`src/hw/rtl/bos_pkg.sv`:
```
// bos_pkg: types and constants shared by the bulk-only transport sequencer
// no dependencies; compile first

package bos_pkg;

	typedef enum logic [2:0] {
		FS_OK      = 3'd0,
		FS_RANGE   = 3'd1,
		FS_FAILED  = 3'd2,
		FS_PROTO   = 3'd3,
		FS_RESIDUE = 3'd4
	} status_t;

	typedef enum logic [1:0] {
		CFG_CAPACITY    = 2'd0,
		CFG_BLOCK_BYTES = 2'd1,
		CFG_MAX_CHUNK   = 2'd2,
		CFG_UNIT        = 2'd3
	} cfg_idx_t;

	localparam logic       FUNC_START  = 1'b0;
	localparam logic       FUNC_STATUS = 1'b1;

	localparam logic [31:0] ST_SIG_USBS    = 32'h5342_5355;
	localparam logic [7:0]  ST_CODE_PASSED = 8'h00;
	localparam logic [7:0]  ST_CODE_FAILED = 8'h01;

	localparam logic [7:0] OP_READ10  = 8'h28;
	localparam logic [7:0] OP_WRITE10 = 8'h2A;
	localparam logic [7:0] OP_READ12  = 8'hA8;
	localparam logic [7:0] OP_WRITE12 = 8'hAA;
	localparam logic [7:0] OP_READ16  = 8'h88;
	localparam logic [7:0] OP_WRITE16 = 8'h8A;

	localparam logic [31:0] TAG_RESET         = 32'd8;
	localparam logic [63:0] CAPACITY_RESET    = 64'd0;
	localparam logic [16:0] BLOCK_BYTES_RESET = 17'd512;
	localparam logic [31:0] MAX_CHUNK_RESET   = 32'd128;
	localparam logic [3:0]  UNIT_RESET        = 4'd0;

	typedef struct packed {
		logic [63:0] capacity;
		logic [16:0] block_bytes;
		logic [31:0] max_chunk;
		logic [3:0]  unit;
	} cfg_t;

	typedef struct packed {
		logic        func;
		logic [63:0] start_block;
		logic [31:0] block_count;
		logic        is_write;
		logic [31:0] status_signature;
		logic [31:0] status_tag;
		logic [7:0]  status_code;
		logic [31:0] status_residue;
	} req_t;

	typedef struct packed {
		logic [31:0] blocks_left;
		logic [63:0] next_lba;
		logic        writing;
		logic [31:0] send_tag;
		logic [31:0] expect_tag;
	} seq_state_t;

	// result before the byte count is formed
	typedef struct packed {
		logic        is_done;
		logic [31:0] tag;
		logic        dir_in;
		logic [7:0]  opcode;
		logic [63:0] lba;
		logic [31:0] chunk;
		logic [3:0]  unit;
		status_t     status;
		logic        reset_needed;
	} stage_t;

endpackage

```
`src/hw/rtl/bos_req_if.sv`:
```
// bos_req_if: request channel, start requests and status wrappers
// no dependencies

interface bos_req_if;
	logic        valid;
	logic        ready;
	logic        func;
	logic [63:0] start_block;
	logic [31:0] block_count;
	logic        is_write;
	logic [31:0] status_signature;
	logic [31:0] status_tag;
	logic [7:0]  status_code;
	logic [31:0] status_residue;

	modport source (
		output valid, func, start_block, block_count, is_write,
		output status_signature, status_tag, status_code, status_residue,
		input  ready
	);
	modport sink (
		input  valid, func, start_block, block_count, is_write,
		input  status_signature, status_tag, status_code, status_residue,
		output ready
	);
endinterface

```
`src/hw/rtl/bos_res_if.sv`:
```
// bos_res_if: result channel, command wrappers and final status
// no dependencies

interface bos_res_if;
	logic        valid;
	logic        ready;
	logic        is_done;
	logic [31:0] cmd_tag;
	logic [31:0] cmd_bytes;
	logic        cmd_dir_in;
	logic [7:0]  cmd_opcode;
	logic [63:0] cmd_lba;
	logic [31:0] cmd_blocks;
	logic [3:0]  cmd_unit;
	logic [2:0]  final_status;
	logic        reset_needed;

	modport source (
		output valid, is_done, cmd_tag, cmd_bytes, cmd_dir_in, cmd_opcode,
		output cmd_lba, cmd_blocks, cmd_unit, final_status, reset_needed,
		input  ready
	);
	modport sink (
		input  valid, is_done, cmd_tag, cmd_bytes, cmd_dir_in, cmd_opcode,
		input  cmd_lba, cmd_blocks, cmd_unit, final_status, reset_needed,
		output ready
	);
endinterface

```
`src/hw/rtl/bos_step.sv`:
```
// bos_step: per-transaction decision logic, range check, status check, chunking
// depends on bos_pkg

module bos_step (
	input  bos_pkg::req_t       item,
	input  bos_pkg::seq_state_t st,
	input  bos_pkg::cfg_t       cfg,
	output bos_pkg::stage_t     res,
	output bos_pkg::seq_state_t st_nxt
);

	logic [31:0] lim;
	logic [31:0] chunk_new;
	logic [31:0] chunk_cur;
	logic [63:0] room;
	logic        range_bad;
	logic        cap_big;

	assign lim       = (cfg.max_chunk == '0) ? 32'd1 : cfg.max_chunk;
	// both chunk candidates in parallel, selected below
	assign chunk_new = (item.block_count < lim) ? item.block_count : lim;
	assign chunk_cur = (st.blocks_left < lim) ? st.blocks_left : lim;
	assign room      = cfg.capacity - item.start_block;
	assign range_bad = (item.start_block >= cfg.capacity) ||
	                   (room < {32'd0, item.block_count});
	assign cap_big   = (cfg.capacity[63:32] != '0);

	always_comb begin
		logic        is_cmd;
		logic        wr;
		logic [31:0] left;
		logic [63:0] lba;
		logic [31:0] chunk;

		st_nxt = st;
		res = '0;
		res.is_done = 1'b1;
		res.status = bos_pkg::FS_OK;
		is_cmd = 1'b0;
		wr = st.writing;
		left = st.blocks_left;
		lba = st.next_lba;
		chunk = chunk_cur;

		case (item.func)
			bos_pkg::FUNC_START: begin
				if (range_bad) begin
					res.status = bos_pkg::FS_RANGE;
				end else begin
					wr = item.is_write;
					left = item.block_count;
					lba = item.start_block;
					chunk = chunk_new;
					st_nxt.writing = item.is_write;
					st_nxt.next_lba = item.start_block;
					is_cmd = (item.block_count != '0);
				end
			end
			bos_pkg::FUNC_STATUS: begin
				if (item.status_signature != bos_pkg::ST_SIG_USBS) begin
					res.status = bos_pkg::FS_PROTO;
					res.reset_needed = 1'b1;
				end else begin
					st_nxt.expect_tag = st.expect_tag + 32'd1;
					if (item.status_tag != st.expect_tag) begin
						res.status = bos_pkg::FS_PROTO;
						res.reset_needed = 1'b1;
					end else if (item.status_code == bos_pkg::ST_CODE_FAILED) begin
						res.status = bos_pkg::FS_FAILED;
					end else if (item.status_code != bos_pkg::ST_CODE_PASSED) begin
						res.status = bos_pkg::FS_PROTO;
						res.reset_needed = 1'b1;
					end else if (item.status_residue != '0) begin
						res.status = bos_pkg::FS_RESIDUE;
					end else begin
						is_cmd = (st.blocks_left != '0);
					end
				end
			end
			default: begin
			end
		endcase

		// any final status leaves nothing pending
		st_nxt.blocks_left = '0;
		if (is_cmd) begin
			res.is_done = 1'b0;
			res.tag = st.send_tag;
			res.dir_in = ~wr;
			res.lba = lba;
			res.chunk = chunk;
			res.unit = cfg.unit;
			if (cap_big) begin
				res.opcode = wr ? bos_pkg::OP_WRITE16 : bos_pkg::OP_READ16;
			end else if (chunk[31:16] == '0) begin
				res.opcode = wr ? bos_pkg::OP_WRITE10 : bos_pkg::OP_READ10;
			end else begin
				res.opcode = wr ? bos_pkg::OP_WRITE12 : bos_pkg::OP_READ12;
			end
			st_nxt.send_tag = st.send_tag + 32'd1;
			st_nxt.blocks_left = left - chunk;
			st_nxt.next_lba = lba + {32'd0, chunk};
		end
	end

endmodule

```
`src/hw/rtl/bulk_only_scsi_rw_sequencer_top.sv`:
```
// throughput: one transaction per cycle unless the output stalls; st_q updates in stage 1
// stages: input register, decision register, then byte count multiply into the output register
// reset: arst_n clears the stage valid flags, sequence state (tags to 8) and config to defaults
// depends on bos_pkg, bos_req_if, bos_res_if, bos_step

module bulk_only_scsi_rw_sequencer_top (
	input  logic         clk,
	input  logic         arst_n,
	input  logic         cfg_we,
	input  logic [1:0]   cfg_index,
	input  logic [63:0]  cfg_wdata,
	bos_req_if.sink      req,
	bos_res_if.source    res
);

	bos_pkg::cfg_t       cfg_q;
	bos_pkg::seq_state_t st_q;
	bos_pkg::seq_state_t st_nxt;
	bos_pkg::req_t       req_s1;
	bos_pkg::stage_t     step_res;
	bos_pkg::stage_t     res_s2;
	bos_pkg::stage_t     out_q;
	logic [31:0]         bytes_q;
	logic [48:0]         prod;
	logic                v_s1;
	logic                v_s2;
	logic                out_v_q;
	logic                en_out;
	logic                en_s2;
	logic                en_s1;
	logic                adv_s1;

	assign en_out = ~out_v_q | res.ready;
	assign en_s2  = ~v_s2 | en_out;
	assign en_s1  = ~v_s1 | en_s2;
	assign adv_s1 = v_s1 & en_s2;

	assign req.ready = en_s1;

	always_ff @(posedge clk or negedge arst_n) begin
		if (!arst_n) begin
			cfg_q.capacity    <= bos_pkg::CAPACITY_RESET;
			cfg_q.block_bytes <= bos_pkg::BLOCK_BYTES_RESET;
			cfg_q.max_chunk   <= bos_pkg::MAX_CHUNK_RESET;
			cfg_q.unit        <= bos_pkg::UNIT_RESET;
		end else if (cfg_we) begin
			case (cfg_index)
				bos_pkg::CFG_CAPACITY:    cfg_q.capacity    <= cfg_wdata;
				bos_pkg::CFG_BLOCK_BYTES: cfg_q.block_bytes <= cfg_wdata[16:0];
				bos_pkg::CFG_MAX_CHUNK:   cfg_q.max_chunk   <= cfg_wdata[31:0];
				bos_pkg::CFG_UNIT:        cfg_q.unit        <= cfg_wdata[3:0];
				default: begin
				end
			endcase
		end
	end

	always_ff @(posedge clk or negedge arst_n) begin
		if (!arst_n) begin
			v_s1 <= 1'b0;
			v_s2 <= 1'b0;
			out_v_q <= 1'b0;
		end else begin
			if (en_s1) begin
				v_s1 <= req.valid;
			end
			if (en_s2) begin
				v_s2 <= v_s1;
			end
			if (en_out) begin
				out_v_q <= v_s2;
			end
		end
	end

	always_ff @(posedge clk) begin
		if (en_s1 && req.valid) begin
			req_s1.func             <= req.func;
			req_s1.start_block      <= req.start_block;
			req_s1.block_count      <= req.block_count;
			req_s1.is_write         <= req.is_write;
			req_s1.status_signature <= req.status_signature;
			req_s1.status_tag       <= req.status_tag;
			req_s1.status_code      <= req.status_code;
			req_s1.status_residue   <= req.status_residue;
		end
		if (adv_s1) begin
			res_s2 <= step_res;
		end
		if (en_out && v_s2) begin
			out_q <= res_s2;
			bytes_q <= prod[31:0];
		end
	end

	bos_step u_step (
		.item   (req_s1),
		.st     (st_q),
		.cfg    (cfg_q),
		.res    (step_res),
		.st_nxt (st_nxt)
	);

	always_ff @(posedge clk or negedge arst_n) begin
		if (!arst_n) begin
			st_q.blocks_left <= '0;
			st_q.next_lba    <= '0;
			st_q.writing     <= 1'b0;
			st_q.send_tag    <= bos_pkg::TAG_RESET;
			st_q.expect_tag  <= bos_pkg::TAG_RESET;
		end else if (adv_s1) begin
			st_q <= st_nxt;
		end
	end

	// done results carry a zero chunk, so the byte count comes out zero
	assign prod = res_s2.chunk * cfg_q.block_bytes;

	assign res.valid        = out_v_q;
	assign res.is_done      = out_q.is_done;
	assign res.cmd_tag      = out_q.tag;
	assign res.cmd_bytes    = bytes_q;
	assign res.cmd_dir_in   = out_q.dir_in;
	assign res.cmd_opcode   = out_q.opcode;
	assign res.cmd_lba      = out_q.lba;
	assign res.cmd_blocks   = out_q.chunk;
	assign res.cmd_unit     = out_q.unit;
	assign res.final_status = out_q.status;
	assign res.reset_needed = out_q.reset_needed;

	a_done_clears: assert property (@(posedge clk) disable iff (!arst_n)
		(adv_s1 && step_res.is_done) |=> (st_q.blocks_left == '0))
		else $error("blocks_left not cleared after final status");

	a_tag_advance: assert property (@(posedge clk) disable iff (!arst_n)
		(adv_s1 && !step_res.is_done) |=> (st_q.send_tag == $past(st_q.send_tag) + 32'd1))
		else $error("send tag did not advance on command wrapper");

	a_done_zero: assert property (@(posedge clk) disable iff (!arst_n)
		(out_v_q && out_q.is_done) |-> (bytes_q == '0 && out_q.opcode == '0))
		else $error("final status carries command fields");

	a_cmd_clean: assert property (@(posedge clk) disable iff (!arst_n)
		(out_v_q && !out_q.is_done) |->
		(out_q.status == bos_pkg::FS_OK && !out_q.reset_needed && out_q.chunk != '0))
		else $error("command wrapper carries status or empty chunk");

	a_full_stall: assert property (@(posedge clk) disable iff (!arst_n)
		(v_s1 && v_s2 && out_v_q && !res.ready) |-> !req.ready)
		else $error("request accepted while pipeline is full and stalled");

endmodule
```
`src/flat_wrapper.sv`:
```
// flat-port wrapper written by rule: the top's interface ports become plain ports
module bulk_only_scsi_rw_sequencer_top_flat 
  (clk, arst_n, cfg_we, cfg_index, cfg_wdata, req_valid, req_func, req_start_block, req_block_count, req_is_write, req_status_signature, req_status_tag, req_status_code, req_status_residue, req_ready, res_valid, res_is_done, res_cmd_tag, res_cmd_bytes, res_cmd_dir_in, res_cmd_opcode, res_cmd_lba, res_cmd_blocks, res_cmd_unit, res_final_status, res_reset_needed, res_ready);
  bos_req_if req_i ();
  bos_res_if res_i ();
  input  logic clk;
  input  logic arst_n;
  input  logic cfg_we;
  input  logic [1:0] cfg_index;
  input  logic [63:0] cfg_wdata;
  input wire logic [$bits(req_i.valid)-1:0] req_valid;
  input wire logic [$bits(req_i.func)-1:0] req_func;
  input wire logic [$bits(req_i.start_block)-1:0] req_start_block;
  input wire logic [$bits(req_i.block_count)-1:0] req_block_count;
  input wire logic [$bits(req_i.is_write)-1:0] req_is_write;
  input wire logic [$bits(req_i.status_signature)-1:0] req_status_signature;
  input wire logic [$bits(req_i.status_tag)-1:0] req_status_tag;
  input wire logic [$bits(req_i.status_code)-1:0] req_status_code;
  input wire logic [$bits(req_i.status_residue)-1:0] req_status_residue;
  output wire logic [$bits(req_i.ready)-1:0] req_ready;
  output wire logic [$bits(res_i.valid)-1:0] res_valid;
  output wire logic [$bits(res_i.is_done)-1:0] res_is_done;
  output wire logic [$bits(res_i.cmd_tag)-1:0] res_cmd_tag;
  output wire logic [$bits(res_i.cmd_bytes)-1:0] res_cmd_bytes;
  output wire logic [$bits(res_i.cmd_dir_in)-1:0] res_cmd_dir_in;
  output wire logic [$bits(res_i.cmd_opcode)-1:0] res_cmd_opcode;
  output wire logic [$bits(res_i.cmd_lba)-1:0] res_cmd_lba;
  output wire logic [$bits(res_i.cmd_blocks)-1:0] res_cmd_blocks;
  output wire logic [$bits(res_i.cmd_unit)-1:0] res_cmd_unit;
  output wire logic [$bits(res_i.final_status)-1:0] res_final_status;
  output wire logic [$bits(res_i.reset_needed)-1:0] res_reset_needed;
  input wire logic [$bits(res_i.ready)-1:0] res_ready;
  assign req_i.valid = req_valid;
  assign req_i.func = req_func;
  assign req_i.start_block = req_start_block;
  assign req_i.block_count = req_block_count;
  assign req_i.is_write = req_is_write;
  assign req_i.status_signature = req_status_signature;
  assign req_i.status_tag = req_status_tag;
  assign req_i.status_code = req_status_code;
  assign req_i.status_residue = req_status_residue;
  assign req_ready = req_i.ready;
  assign res_valid = res_i.valid;
  assign res_is_done = res_i.is_done;
  assign res_cmd_tag = res_i.cmd_tag;
  assign res_cmd_bytes = res_i.cmd_bytes;
  assign res_cmd_dir_in = res_i.cmd_dir_in;
  assign res_cmd_opcode = res_i.cmd_opcode;
  assign res_cmd_lba = res_i.cmd_lba;
  assign res_cmd_blocks = res_i.cmd_blocks;
  assign res_cmd_unit = res_i.cmd_unit;
  assign res_final_status = res_i.final_status;
  assign res_reset_needed = res_i.reset_needed;
  assign res_i.ready = res_ready;
  bulk_only_scsi_rw_sequencer_top u_core (.clk(clk), .arst_n(arst_n), .cfg_we(cfg_we), .cfg_index(cfg_index), .cfg_wdata(cfg_wdata), .req(req_i), .res(res_i));
endmodule
```
`config.mk`:
```
export PLATFORM = sky130hd
export DESIGN_NAME = bulk_only_scsi_rw_sequencer_top_flat
export DESIGN_NICKNAME = d
export VERILOG_FILES = /design/src/hw/rtl/bos_pkg.sv /design/src/hw/rtl/bos_req_if.sv /design/src/hw/rtl/bos_res_if.sv /design/src/hw/rtl/bos_step.sv /design/src/hw/rtl/bulk_only_scsi_rw_sequencer_top.sv /design/src/flat_wrapper.sv
export SDC_FILE = /design/constraint.sdc
export NUM_CORES = 2
export LEC_CHECK = 0
export BUFFER_PORTS_ARGS = -buffer_cell sky130_fd_sc_hd__buf_2
export CORE_MARGIN = 1
export CORE_UTILIZATION = 35
export DETAILED_ROUTE_END_ITERATION = 12
export PLACE_DENSITY = 0.51
export REMOVE_ABC_BUFFERS = 1
export SLEW_MARGIN = 20
export SYNTH_ARGS = -nofsm -noshare
export SYNTH_HDL_FRONTEND = slang
export SYNTH_SLANG_ARGS = --single-unit
```
`constraint.sdc`:
```
create_clock -name clk -period 10.57 [get_ports clk]
set_input_delay 1.057 -clock clk [delete_from_list [all_inputs] [get_ports clk]]
set_output_delay 1.057 -clock clk [all_outputs]
set_load 0.05 [all_outputs]
```
### Yosys cells after proc, flatten, opt, wreduce, memory -nomap -nowiden

Index checks and enable logic that the tools add are counted.

| storage, ports and cells | value |
|---|---|
| ROM bits | 0 |
| logic and storage cells | 123 |
| bits in writable memories | 0 |
| bits in latches | 0 |
| register bits | 807 |
| memories | 0 |

| cells by class | value |
|---|---|
| add/subtract/negate cells | 5 |
| shift-type cells | 0 |
| bitwise logic cells | 11 |
| reduce and logical (&&, ||, !) cells | 19 |
| divide/modulo/power cells | 0 |
| multiply operators | 1 |
| equality and inequality tests | 8 |
| order comparisons | 4 |
| muxes and demuxes | 36 |

Operators by type and width:

| operator | number |
|---|---|
| 2-to-1 mux 32 bit | 7 |
| 2-to-1 mux 142 bit | 1 |
| 2-to-1 mux 65 bit | 2 |
| 2-to-1 mux 64 bit | 2 |
| nonzero test 32 bit | 4 |
| 2-to-1 mux 96 bit | 1 |
| adder 32 x 1 -> 32 bit (second input constant) | 2 |
| adder 64 x 32 -> 64 bit | 1 |
| greater-or-equal comparator 64 bit | 1 |
| less-than comparator 32 bit | 2 |
| less-than comparator 64 x 32 -> 1 bit | 1 |
| subtractor 64 bit | 1 |
| logical NOT 32 bit | 1 |
| multiplier 32 x 17 -> 32 bit | 1 |
| inequality test 32 x 31 -> 1 bit (second input constant) | 1 |
| inequality test 32 bit | 1 |
| subtractor 32 bit | 1 |
| logical NOT 16 bit | 1 |
| 2-to-1 mux 8 bit | 2 |
| 2-to-1 mux 1 bit | 11 |
| AND reduction 2 bit | 5 |
| 2-to-1 mux 3 bit | 3 |
| AND reduction 3 bit | 3 |
| equality test 8 x 1 -> 1 bit (second input constant) | 1 |
| 15 further kinds | 28 |

### Longest topological paths before layout

| logic depth | value |
|---|---|
| depth after elaboration | 10 |
| gate-level depth with buffers | 52 |

### Cells and area by module

Synthesis repeated with hierarchy kept, for this count alone.

| unflattened totals | value |
|---|---|
| cells, all modules | 5388 |
| area total of the unflattened synthesis | 55818.5 µm² |

Modules (own cells, without submodules):

| module | instances | cells an instance | area an instance (µm²) |
|---|---|---|---|
| bulk_only_scsi_rw_sequencer_top | 1 | 2551 | 38201.6 |
| bos_step | 1 | 2837 | 17616.9 |

### Worst setup path before layout

No wires, ideal clock.

| path | value |
|---|---|
| path kind | register to register |
| start | reg u_core.req_s1[139] (netlist name) |
| end | reg u_core.st_q[102] (netlist name) |
| arrival time | 10.083 ns |
| setup slack | 0.133 ns |
| path buffers | 3 |
| setup time | 0.354 ns |
| cell stages (with the launch flop) | 47 |
| cells stage by stage | edfxtp_1 -> inv_1 -> ha_1 -> o211ai_2 -> a21oi_2 -> o41ai_2 -> o31ai_1 -> nand3_1 -> a2111oi_2 -> or2_2 -> a21oi_1 -> xnor2_1 -> ha_1 -> a21o_1 -> a21oi_1 -> o221ai_1 -> nor4_1 -> o2111ai_1 -> [11 not listed] -> ha_1 -> a21o_1 -> a21o_1 -> a21oi_1 -> o21ai_0 -> a221oi_1 -> o31ai_1 -> a2111oi_0 -> o21bai_1 -> o311a_1 -> o31ai_1 -> a21oi_1 -> o21ai_0 -> a311oi_1 -> nor4_1 -> mux2_2 -> a21oi_1 -> a21oi_1 |

| on the way | value |
|---|---|
| longest elaborated chain between the ends | 7 |

RTL lines:

| item | RTL line | source |
|---|---|---|
| start, declared | bulk_only_scsi_rw_sequencer_top.sv:19 | `bos_pkg::req_t req_s1;` |
| subtractor 64 bit | bos_step.sv:23 | `assign room = cfg.capacity - item.start_block;` |
| less-than comparator 64 x 32 -> 1 bit | bos_step.sv:25 | `(room < {32'd0, item.block_count});` |
| logical OR 1 bit | bos_step.sv:24 | `assign range_bad = (item.start_block >= cfg.capacity) \|\|` |
| 2-to-1 mux 64 bit (tied with other cells) | bos_step.sv:47 | `if (range_bad) begin` |
| 2-to-1 mux 64 bit (tied with other cells) | bos_step.sv:45 | `case (item.func)` |
| adder 64 x 32 -> 64 bit (tied with other cells) | bos_step.sv:102 | `st_nxt.next_lba = lba + {32'd0, chunk};` |
| 2-to-1 mux 96 bit or AND reduction 3 bit (tied branches) | - |  |
| end signal, assigned | bulk_only_scsi_rw_sequencer_top.sv:112 | `st_q <= st_nxt;` |
| end, declared | bulk_only_scsi_rw_sequencer_top.sv:17 | `bos_pkg::seq_state_t st_q;` |

Parallel ways exist; a longest one is shown, timed or not.
A chain may end at the register's enable or synchronous reset.

### Final worst setup path

| path | value |
|---|---|
| start | reg u_core.req_s1[141] (netlist name) |
| end | reg u_core.st_q[119] (netlist name) |

Same word-level chain as after synthesis.

==> impl_metrics.yaml <==
synthesis:
  synth_most_common_cell: "nand2_1"
  synth-main-ff-cell: "edfxtp_1"
  synthTopCellsByCount: "nand2_1 (629), inv_1 (558), edfxtp_1 (518)"
  synthTopCellsByArea: "edfxtp_1 (30%), dfrtp_1 (13%), fa_1 (12%)"
  yosysTopAreaCellShare_pct: 29.5
  yosysTopAreaCell: "edfxtp_1"
  yosysWarningCount: 0
  syn_avg_cell_area_um2: 10.5
  ys_ff_latch: 799
  synthCells: 5011
  ys_seq_area_share_pct: 42.9
  synth-async-reset-ratio_pct: 35.2
  syn_area_um2: 52700
  synth_edf_count: 518
  synth.distinct_cells: 99
placement:
  io_buffers: 448
  place_congestion: 0.977
  dp_cells: 7521
  dp_slack_ps: -913
  hpwl_um: 132000
worst_setup_path:
  cp-start-kind: "flip-flop"
  slowest_stage: "or4_4"
  crit_fanout: 4
  required_ps: 11140
  end_kind: "flip-flop"
  critPathTopFamily: "compound AO/OA/AOI/OAI gates"
  r2r_cells: 54
  critical_path_class: "reg2reg"
  cpMostUsedCell: "buf_4"
  cp.depth: 54
  arrival_ps: 10820
  critPathMaxStageDelay_ps: 570
  critPathBufInv: 10
global_routing:
  grt_usage_pct: 22.6
  grt_pass1_wl_um: 258000
  grt_pass1_vias: 40600
  grt_max_degree: 157
  overflow: 0
  antenna_found_initial: 29
clock_network:
  clk_latency_ps: 730
  ctsHoldBuffers: 0
  cts.sinks: 799
  clockBufferDepth: 3
  cts.clk_slew.worst_paths_ps: 60
  numCtsBuffers: 92
  cts-root-buf: "clkbuf_16"
  ctsHtreeMaxLevel: 3
  cts_tree: "yes"
power:
  powerDensity_nw_per_um2: 386
  leakagePower_uw: 0.0273
  vdd_drop_max_v: 0.000621
  total_power_uw: 24100
route:
  drtPass1Iterations: 8
  wirelength_um: 173000
  drt-initial-drc-count: 2697
  remaining_drc_errors: 0
  antenna_left: 0
  vias: 40000
  vias_per_cell: 5.17
  wire_per_inst_um: 22.4
timing:
  setup_viol_count_final: 0
  hold_violations: 0
  final_max_slew_viol_count: 0
  rsz0062_at_grt: "true"
  skew_ps: 41.6
  relSlewSlack_pct: 24.5
  finalCritPeriodShare_pct: 96.9
  final.min_clock_period_ps: 10250
  worstMarginPinSlew_ps: 1130
  fin_ws_ps: 323
  clock.fmax_mhz: 97.6
final_layout:
  finalNonFillerCells: 7729
  synthToLayoutAreaGrowth_pct: 18.5
  nets: 6509
  layout-drive-gt1-share_pct: 19.6
worst_hold_path:
  hold_path.class: "in2async"
floorplanning:
  die-area_um2: 152000
  initial_core_util_pct: 35.2
  die_w_um: 390
  fp-row-count: 142
  io_pins: 453
  dieHeight_um: 390
  core_um2: 150000
outcome:
  outcome: "completed"
run:
  cap_violations: 0
power by group:
| group | internal, µW | leakage, µW | switching (µW) |
|---|---|---|---|
| clock | 1890 | 0.00149 | 1390 |
| combinational | 6790 | 0.0173 | 8900 |
| sequential | 4530 | 0.00853 | 584 |
layout by cell type, fill, tap and decap left out, drive strengths merged, types with 36 or more instances in the layout:
| master | n |
|---|---|
| nor2 | 258 |
| nand3 | 66 |
| buf | 727 |
| a21o | 92 |
| a21oi | 260 |
| mux2 | 123 |
| inv | 564 |
| and2 | 181 |
| o22ai | 36 |
| xor2 | 87 |
| edfxtp | 518 |
| and3 | 43 |
| mux2i | 55 |
| nor3 | 75 |
| xnor2 | 153 |
| o21ai | 211 |
| nand2 | 630 |
| ha | 289 |
| clkbuf | 118 |
| nand4 | 78 |
| dfrtp | 277 |
| fa | 322 |
| o21a | 44 |
| nor4 | 67 |
logic make-up after synthesis:
group	after synthesis	synth area share (%)
adder cells (fa/ha/maj)	611	19.1
AO/OA/AOI/OAI	902	11.2
buffers and inverters	769	5.58
multiplexers	178	3.67
other	1	0.00712
flip-flops	799	42.9
AND/OR/NAND/NOR	1511	13.6
XOR/XNOR	240	3.99
flip-flops by register name, summed over array words and instances, names as in the netlist, 4 cells and up:
register               count
u_core.res.cmd_opcode      4
u_core.res.cmd_tag        32
u_core.req_s1            202
u_core.res.cmd_bytes      32
u_core.res.cmd_lba        64
u_core.cfg_q             117
u_core.res.cmd_unit        4
u_core.res_s2            142
u_core.st_q              161
u_core.res.cmd_blocks     32
timing repair:
| item | in CTS | in global routing |
|---|---|---|
| hold endpoints to repair | 0 | 0 |
| setup endpoints to repair | 39 | 45 |
| gates cloned | 0 | 2 |
| gates resized for setup | 27 | 83 |
| pin swaps | 8 | 65 |
| setup buffers | 4 | 22 |
layer usage:
metal  global-route usage [%]  routed length [µm]  up-vias  share of wire, %
met5                        0                 128        -             0.074
met4                     7.23                5310       22               3.1
met3                     5.00               12000      272               6.9
met2                     37.0               81600     1205                47
met1                     29.6               74400    19900                43
li1                         -                   -    18600                 -
path summary, 6_finish.rpt:
| check | from | to | slack, ps |
|---|---|---|---|
| worst max-delay path | u_core.req_s1[141] | u_core.st_q[119] | 320 |
| worst min-delay path | arst_n | u_core.st_q[64] | 370 |
| worst max register to register | u_core.req_s1[141] | u_core.st_q[119] | 320 |
| worst min register to register | u_core.res_s2[59] | u_core.res.cmd_lba[19] | 390 |
| max in group asynchronous | arst_n | u_core.cfg_q[42] | 8650 |
| min in group clk | u_core.res_s2[59] | u_core.res.cmd_lba[19] | 390 |
per-stage QoR:
stage	utilization [%]	instance area [µm²]	TNS (ps)	hold WS, ps
final	41.8	62500	0	375
after global placement	39.2	58700	-15640	403
after detailed placement	39.2	58700	-22700	405
after global routing	41.8	62500	-787	417
after CTS	41.4	61900	0	400
after floorplan	-	51900	-239240	400
final cells by class:
class / count / area [µm²]
clock buffers: 118 / 2550
fillers: 14700 / 87100
flip-flops and latches: 799 / 22600
multi-input cells: 3447 / 27700
diodes: 11 / 27.5
clock inverters: 53 / 522
well taps: 2016 / 2520
inverters: 558 / 2100
repair buffers: 727 / 4440
Note: power is estimated with default switching activity, not from simulation.
